## src/kccs_pkg.sv

```systemverilog
// Package for the kick/chip charge sequencer: item structs, codes, defaults.
// No dependencies; imported by every module of the block.
`default_nettype none

package kccs_pkg;

  localparam int unsigned TimerWidthDefault = 16;
  localparam int unsigned PeriodWidth       = 16;
  localparam int unsigned RateWidth         = 8;
  localparam int unsigned MaxPercent        = 100;

  // Register reset values
  localparam logic [PeriodWidth-1:0] ChargePollReset = 16'd2000;
  localparam logic [PeriodWidth-1:0] TopupReset      = 16'd20000;
  localparam logic [RateWidth-1:0]   KickRateReset   = 8'd4;
  localparam logic [RateWidth-1:0]   ChipRateReset   = 8'd6;

  // Input item function codes
  typedef enum logic [1:0] {
    FUNC_TICK  = 2'd0,
    FUNC_SHOOT = 2'd1,
    FUNC_START = 2'd2,
    FUNC_STOP  = 2'd3
  } func_e;

  // Configuration register indexes
  typedef enum logic [1:0] {
    CFG_CHARGE_POLL = 2'd0,
    CFG_TOPUP       = 2'd1,
    CFG_KICK_RATE   = 2'd2,
    CFG_CHIP_RATE   = 2'd3
  } cfg_index_e;

  // Mode codes as reported on the result item
  localparam logic [1:0] ModeCodeIdle     = 2'd0;
  localparam logic [1:0] ModeCodeCharging = 2'd1;
  localparam logic [1:0] ModeCodeReady    = 2'd2;
  localparam logic [1:0] ModeCodeKicking  = 2'd3;

  // Sequencer state, one-hot
  typedef enum logic [3:0] {
    ST_IDLE     = 4'b0001,
    ST_CHARGING = 4'b0010,
    ST_READY    = 4'b0100,
    ST_KICKING  = 4'b1000
  } mode_e;

  typedef struct packed {
    logic [1:0] func;
    logic [7:0] power_percent;
    logic       use_kick;
    logic       charge_done_n;
  } in_item_t;

  typedef struct packed {
    logic [1:0] mode;
    logic       kick_drive;
    logic       chip_drive;
    logic       charge_drive;
    logic       shot_accepted;
  } out_item_t;

  typedef struct packed {
    logic [PeriodWidth-1:0] charge_poll_ticks;
    logic [PeriodWidth-1:0] topup_ticks;
    logic [RateWidth-1:0]   kick_ticks_per_percent;
    logic [RateWidth-1:0]   chip_ticks_per_percent;
  } cfg_regs_t;

  function automatic logic [1:0] mode_code(mode_e m);
    logic [1:0] c;
    unique case (m)
      ST_IDLE:     c = ModeCodeIdle;
      ST_CHARGING: c = ModeCodeCharging;
      ST_READY:    c = ModeCodeReady;
      ST_KICKING:  c = ModeCodeKicking;
      default:     c = ModeCodeIdle;
    endcase
    return c;
  endfunction

endpackage

`default_nettype wire

```

## src/kccs_core.sv

```systemverilog
// Sequencer state and one-item update: mode, one-shot tick timer, drive levels.
// Depends on kccs_pkg.
`default_nettype none

module kccs_core
  import kccs_pkg::*;
#(
  parameter int unsigned TIMER_WIDTH = TimerWidthDefault
) (
  input  wire logic      clk_i,
  input  wire logic      rst_ni,
  input  wire logic      step_i,
  input  wire in_item_t  item_i,
  input  wire cfg_regs_t cfg_i,
  output out_item_t      result_o
);

  localparam int unsigned LimExtW = TIMER_WIDTH + PeriodWidth;

  // Clamp a period register to the timer range
  function automatic logic [TIMER_WIDTH-1:0] sat_limit(logic [PeriodWidth-1:0] v);
    logic [LimExtW-1:0] ext;
    logic [LimExtW-1:0] mx;
    ext = LimExtW'(v);
    mx  = (LimExtW'(1) << TIMER_WIDTH) - LimExtW'(1);
    return (ext > mx) ? mx[TIMER_WIDTH-1:0] : ext[TIMER_WIDTH-1:0];
  endfunction

  mode_e                  mode_q, mode_d, exp_mode;
  logic [TIMER_WIDTH-1:0] count_q, count_d, count_inc;
  logic [TIMER_WIDTH-1:0] limit_q, limit_d;
  logic                   timer_on_q, timer_on_d;
  logic                   topup_q, topup_d;
  logic                   kick_q, kick_d;
  logic                   chip_q, chip_d;
  logic                   charge_q, charge_d;
  logic                   do_expire;
  logic                   accepted;
  logic [6:0]             pct_clamped;
  logic [RateWidth-1:0]   per;
  logic [14:0]            shot_ticks;

  // Pulse length: clamped percent times ticks per percent
  assign pct_clamped = (item_i.power_percent > 8'(MaxPercent)) ?
                       7'(MaxPercent) : item_i.power_percent[6:0];
  assign per         = item_i.use_kick ? cfg_i.kick_ticks_per_percent
                                       : cfg_i.chip_ticks_per_percent;
  assign shot_ticks  = 15'(pct_clamped) * 15'(per);
  assign count_inc   = count_q + TIMER_WIDTH'(1);

  // Next state for one item
  always_comb begin
    mode_d     = mode_q;
    count_d    = count_q;
    limit_d    = limit_q;
    timer_on_d = timer_on_q;
    topup_d    = topup_q;
    kick_d     = kick_q;
    chip_d     = chip_q;
    charge_d   = charge_q;
    do_expire  = 1'b0;
    exp_mode   = mode_q;
    accepted   = 1'b0;

    case (item_i.func)
      FUNC_TICK: begin
        if (timer_on_q) begin
          count_d = count_inc;
          if (count_inc >= limit_q) begin
            do_expire = 1'b1;
          end
        end
      end
      FUNC_SHOOT: begin
        if ((item_i.power_percent != 8'd0) && (mode_q == ST_READY)) begin
          mode_d     = ST_KICKING;
          charge_d   = 1'b0;
          kick_d     = kick_q | item_i.use_kick;
          chip_d     = chip_q | !item_i.use_kick;
          limit_d    = sat_limit(PeriodWidth'(shot_ticks));
          count_d    = '0;
          timer_on_d = 1'b1;
          accepted   = 1'b1;
        end
      end
      FUNC_START: begin
        mode_d    = ST_CHARGING;
        kick_d    = 1'b0;
        chip_d    = 1'b0;
        charge_d  = 1'b1;
        topup_d   = 1'b0;
        do_expire = 1'b1;
        exp_mode  = ST_CHARGING;
      end
      FUNC_STOP: begin
        timer_on_d = 1'b0;
        count_d    = '0;
        mode_d     = ST_IDLE;
        kick_d     = 1'b0;
        chip_d     = 1'b0;
        charge_d   = 1'b0;
      end
      default: ;
    endcase

    // Timer expiry, or the immediate check after a start
    if (do_expire) begin
      unique case (exp_mode)
        ST_KICKING: begin
          kick_d     = 1'b0;
          chip_d     = 1'b0;
          mode_d     = ST_CHARGING;
          charge_d   = 1'b1;
          limit_d    = sat_limit(cfg_i.charge_poll_ticks);
          count_d    = '0;
          timer_on_d = 1'b1;
        end
        ST_CHARGING: begin
          if (!item_i.charge_done_n) begin
            charge_d = 1'b0;
            mode_d   = ST_READY;
            topup_d  = 1'b0;
          end
          limit_d    = sat_limit(cfg_i.charge_poll_ticks);
          count_d    = '0;
          timer_on_d = 1'b1;
        end
        ST_READY: begin
          charge_d   = topup_q;
          topup_d    = !topup_q;
          limit_d    = sat_limit(cfg_i.topup_ticks);
          count_d    = '0;
          timer_on_d = 1'b1;
        end
        default: begin
          timer_on_d = 1'b0;
          count_d    = '0;
        end
      endcase
    end
  end

  assign result_o.mode          = mode_code(mode_d);
  assign result_o.kick_drive    = kick_d;
  assign result_o.chip_drive    = chip_d;
  assign result_o.charge_drive  = charge_d;
  assign result_o.shot_accepted = accepted;

  // State registers, updated once per item
  always_ff @(posedge clk_i or negedge rst_ni) begin
    if (!rst_ni) begin
      mode_q     <= ST_IDLE;
      count_q    <= '0;
      limit_q    <= '0;
      timer_on_q <= 1'b0;
      topup_q    <= 1'b0;
      kick_q     <= 1'b0;
      chip_q     <= 1'b0;
      charge_q   <= 1'b0;
    end else if (step_i) begin
      mode_q     <= mode_d;
      count_q    <= count_d;
      limit_q    <= limit_d;
      timer_on_q <= timer_on_d;
      topup_q    <= topup_d;
      kick_q     <= kick_d;
      chip_q     <= chip_d;
      charge_q   <= charge_d;
    end
  end

endmodule

`default_nettype wire

```

## src/kick_chip_charge_sequencer.sv

```systemverilog
// Solenoid kick/chip charge sequencer: two-stage item pipeline around
// the sequencer core, plus the configuration registers. Depends on kccs_pkg, kccs_core.
//
// Each input item (timer tick, shoot, start, stop) gives exactly one result item
// that reports the mode and drive levels after it. The block takes one item per
// clock while results are not stalled: an item is held in the input register, the
// core updates its state and the result is captured in the output register. A
// result is offered from the output register after the core steps on its item; a
// stalled result can delay that step. The state update of the core is the loop that sets
// this rate, one compare, increment and mode step per item. The input register keeps
// accepting while a result waits at the output; input ready drops only when both
// registers hold items and the result is stalled. Configuration writes are always
// taken and should be issued while no item is in flight.
`default_nettype none

module kick_chip_charge_sequencer
  import kccs_pkg::*;
#(
  parameter int unsigned TIMER_WIDTH = TimerWidthDefault
) (
  input  wire logic                   clk_i,
  input  wire logic                   rst_ni,
  input  wire logic                   in_valid_i,
  output logic                        in_ready_o,
  input  wire in_item_t               in_item_i,
  output logic                        out_valid_o,
  input  wire logic                   out_ready_i,
  output out_item_t                   out_item_o,
  input  wire logic                   cfg_valid_i,
  output logic                        cfg_ready_o,
  input  wire logic [1:0]             cfg_index_i,
  input  wire logic [PeriodWidth-1:0] cfg_data_i
);

  in_item_t  in_q;
  logic      in_vld_q;
  out_item_t out_q;
  logic      out_vld_q;
  out_item_t result;
  cfg_regs_t cfg_q;
  logic      advance;
  logic      step;

  // Pipeline control
  assign advance    = !out_vld_q || out_ready_i;
  assign step       = in_vld_q && advance;
  assign in_ready_o = !in_vld_q || advance;

  always_ff @(posedge clk_i or negedge rst_ni) begin
    if (!rst_ni) begin
      in_vld_q  <= 1'b0;
      out_vld_q <= 1'b0;
    end else begin
      if (in_valid_i && in_ready_o) begin
        in_vld_q <= 1'b1;
      end else if (step) begin
        in_vld_q <= 1'b0;
      end
      if (step) begin
        out_vld_q <= 1'b1;
      end else if (out_ready_i) begin
        out_vld_q <= 1'b0;
      end
    end
  end

  // Payload registers
  always_ff @(posedge clk_i) begin
    if (in_valid_i && in_ready_o) begin
      in_q <= in_item_i;
    end
    if (step) begin
      out_q <= result;
    end
  end

  // Configuration registers
  assign cfg_ready_o = 1'b1;

  always_ff @(posedge clk_i or negedge rst_ni) begin
    if (!rst_ni) begin
      cfg_q.charge_poll_ticks      <= ChargePollReset;
      cfg_q.topup_ticks            <= TopupReset;
      cfg_q.kick_ticks_per_percent <= KickRateReset;
      cfg_q.chip_ticks_per_percent <= ChipRateReset;
    end else if (cfg_valid_i && cfg_ready_o) begin
      unique case (cfg_index_i)
        CFG_CHARGE_POLL: cfg_q.charge_poll_ticks      <= cfg_data_i;
        CFG_TOPUP:       cfg_q.topup_ticks            <= cfg_data_i;
        CFG_KICK_RATE:   cfg_q.kick_ticks_per_percent <= cfg_data_i[RateWidth-1:0];
        CFG_CHIP_RATE:   cfg_q.chip_ticks_per_percent <= cfg_data_i[RateWidth-1:0];
        default: ;
      endcase
    end
  end

  kccs_core #(
    .TIMER_WIDTH(TIMER_WIDTH)
  ) u_core (
    .clk_i   (clk_i),
    .rst_ni  (rst_ni),
    .step_i  (step),
    .item_i  (in_q),
    .cfg_i   (cfg_q),
    .result_o(result)
  );

  assign out_valid_o = out_vld_q;
  assign out_item_o  = out_q;

endmodule

`default_nettype wire

```

## config.mk

```make
export PLATFORM = sky130hd
export DESIGN_NAME = kick_chip_charge_sequencer
export DESIGN_NICKNAME = d
export VERILOG_FILES = /design/src/kccs_pkg.sv /design/src/kccs_core.sv /design/src/kick_chip_charge_sequencer.sv
export SDC_FILE = /design/constraint.sdc
export NUM_CORES = 1
export LEC_CHECK = 0
export ABC_CLOCK_PERIOD_IN_PS = 16550
export BUFFER_PORTS_ARGS = -buffer_cell sky130_fd_sc_hd__buf_2
export CAP_MARGIN = 0
export CORE_MARGIN = 5
export CORE_UTILIZATION = 45
export CTS_BUF_LIST = sky130_fd_sc_hd__clkbuf_8
export DETAILED_ROUTE_END_ITERATION = 8
export SYNTH_ARGS = -nofsm -noshare
export SYNTH_HDL_FRONTEND = slang
export SYNTH_SLANG_ARGS = --single-unit
```

## constraint.sdc

```tcl
create_clock -name clk_i -period 16.55 [get_ports clk_i]
set_input_delay 4.965 -clock clk_i [delete_from_list [all_inputs] [get_ports clk_i]]
set_output_delay 4.965 -clock clk_i [all_outputs]
set_load 0.02 [all_outputs]
```

==> qor.txt <==
Post-CTS Resized: 0
MaxCap Viol Count: 0
n_diodes: 0
final setup fails: 0
final hold violation count: 0
I/O pin count: 44
f_max: 96.2 MHz
number of global-route vias before repair: 5411
clk slew on worst S/H paths: 110 ps
Post-DRT Antenna Nets: 0
Ys Warns: 0
unrepaired setup endpoints after global routing: no
WS Path Type: in -> out
setup tns final: 0 ps
FF+latch count, synth: 109
count of nets after finishing: 826
largest net degree at the start of global routing: 65
Die ar.: 0.0186 mm2
Primary FF master, synth: dfrtp_1
Fill cells: 1478
CTS root buffer: clkbuf_8
syn nets: 798
vias: 5177
arrival time of the worst setup path: 5430 ps
Iteration-0 DRC Markers: 303
Sink Count: 109
Slew @ Worst Pin: 1000 ps
initial cell density of the core: 0.455
most frequent cells in the layout: nor2_1, dfrtp_1, mux2_2
drt pass-1 iters: 5
sequential cell area fraction in the yosys report: 0.396
Pleak: 3.54 nW
Hold WC Path Type: reg -> reg
Post-Syn Area: 0.00717 mm2
Post-CTS Hold Buffers: 0
core box area: 0.0158 mm2
crit-path max FO: 3
number of setup buffers added after CTS: 0
first-pass GRT wire length: 27200 um
share of cells above drive strength 1: 0.208
WL per Instance: 17.4 um
die extent in y: 136 um
Final GP Congestion: 0.887
GRT overflow: 0
Post-route DRC: 0
Via density: 5.55
Final period util: 0.628
Layout Skew: 26.7 ps
Tot GR Track Use: 0.186
Clock Latency Late Sink: 410 ps
cell count after synthesis: 684
initial antenna violation count: 0
Num CTS Buffers: 9
Crit. End Element: primary output
Post-synth ARST share: 0.835
Final Util: 0.492
Port Buffers: 42
CTS tree: yes
Max Root-Sink Buffers: 2
peak supply drop: 71.2 uV
pwr/cell area: 130 mW/mm2
Mapped Avg Cell Area: 10.5 um2
FP Rows: 46
hpwl dp: 12300 um
Slew HR: 0.331
Max Transition Viols Final: 0
Total Power: 1.01 mW
CP Launch Type: input pin
status: completed
drt total wl: 16200 um
Period minus WS final: 10400 ps
Die X: 136 um
Syn-to-layout area delta: 8.19%
final hold slack: 494 ps
Req. time, crit path: 11580 ps
number of synthesized flops with an enable pin: 18
Yosys cell types: 67
CTS H-tree lvls: 3
==> metal layers <==
layer | up-vias | track usage | part of all wire
met5 | - | 0 | 0
met4 | 0 | 0.0633 | 0.022
met3 | 21 | 0.0274 | 0.042
met2 | 125 | 0.298 | 0.46
met1 | 2549 | 0.260 | 0.48
li1 | 2482 | - | -
==> through the flow <==
stage          setup slack [ps]  instances  area [um2]
2_1_floorplan              6340        684        7170
3_3_place_gp               6180        917        7550
3_5_place_dp               6150        917        7550
4_1_cts                    6150        933        7760
5_1_grt                    6130        933        7760
6_report                   6150        933        7760
==> cell usage after synthesis (3+ instances only) <==
cell / instances / share of area
a21o_1: 5 / 0.0052
a21oi_1: 26 / 0.018
a221o_1: 6 / 0.0084
a221oi_1: 8 / 0.0098
a22o_1: 8 / 0.0098
a22oi_1: 4 / 0.0042
a311oi_1: 7 / 0.0086
and3_1: 6 / 0.0052
buf_2: 5 / 0.0035
buf_4: 3 / 0.0031
clkbuf_1: 16 / 0.0084
dfrtp_1: 76 / 0.27
dfstp_2: 15 / 0.055
edfxtp_1: 18 / 0.075
fa_1: 29 / 0.081
ha_1: 50 / 0.087
inv_1: 48 / 0.025
mux2_2: 51 / 0.080
mux2i_1: 10 / 0.014
nand2_1: 41 / 0.021
nand2b_1: 12 / 0.010
nand3_1: 13 / 0.0091
nand3b_1: 3 / 0.0031
nand4_1: 3 / 0.0026
nor2_1: 76 / 0.040
nor2b_1: 6 / 0.0052
nor3_1: 13 / 0.0091
o21a_1: 3 / 0.0031
o21ai_0: 38 / 0.027
o221a_2: 7 / 0.011
or2_2: 7 / 0.0061
xnor2_1: 16 / 0.020
xor2_1: 11 / 0.013
==> kinds of logic (layout without fill, tap and decap cells) <==
logic type      after synthesis  count (layout)  share of synthesized area
flops                       109             109                      0.396
other cells                   1               1                   0.000523
fa+ha+maj                    79              79                      0.168
xor+xnor                     27              27                     0.0330
mux                          61              61                     0.0941
buf+inv                      77             110                     0.0440
simple gates                195             195                      0.130
compound gates              135             135                      0.135
==> flip-flops by register name (all words and copies together), names as in the netlist <==
register           cells
u_core.kick_q          1
u_core.mode_q          4
u_core.limit_q        16
in_vld_q               1
u_core.count_q        16
out_valid_o            1
u_core.charge_q        1
u_core.topup_q         1
cfg_q                 48
u_core.timer_on_q      1
out_item_o             6
u_core.chip_q          1
in_q                  12
==> worst max-delay path, stage by stage <==
cell and delay, ps:
buf_2 100, nand3b_1 180, buf_2 180
==> final timing paths <==
| path | start | slack (ps) | cells after the start | endpoint |
|---|---|---|---|---|
| min | u_core.topup_q | 490 | 1 | u_core.topup_q |
| max reg2reg | in_q[6] | 10260 | 20 | u_core.limit_q[14] |
| min reg2reg | u_core.topup_q | 490 | 1 | u_core.topup_q |
| max | out_ready_i | 6150 | 3 | in_ready_o |
| max in group asynchronous | rst_ni | 10960 | 2 | cfg_q[3] |
| min in group asynchronous | rst_ni | 4470 | 1 | u_core.count_q[1] |
==> where the power goes <==
group / leakage (nW) / internal [mW] / switching [mW]
clock network: 0.105 / 0.0643 / 0.109
logic: 2.16 / 0.198 / 0.281
registers: 1.27 / 0.324 / 0.0325
total: 3.54 / 0.586 / 0.422
==> area by class of cell <==
cell class | instances | area [um2] | share of cell area
Inverter | 49 | 184 | 0.0237
Clock buffer | 10 | 138 | 0.0177
Sequential cell | 109 | 2840 | 0.366
Multi-Input combinational cell | 498 | 4020 | 0.519
Clock inverter | 6 | 70.1 | 0.00903
Timing Repair Buffer | 45 | 235 | 0.0303
Tap cell | 216 | 270 | 0.0348
(Power assumes the default switching activity.)
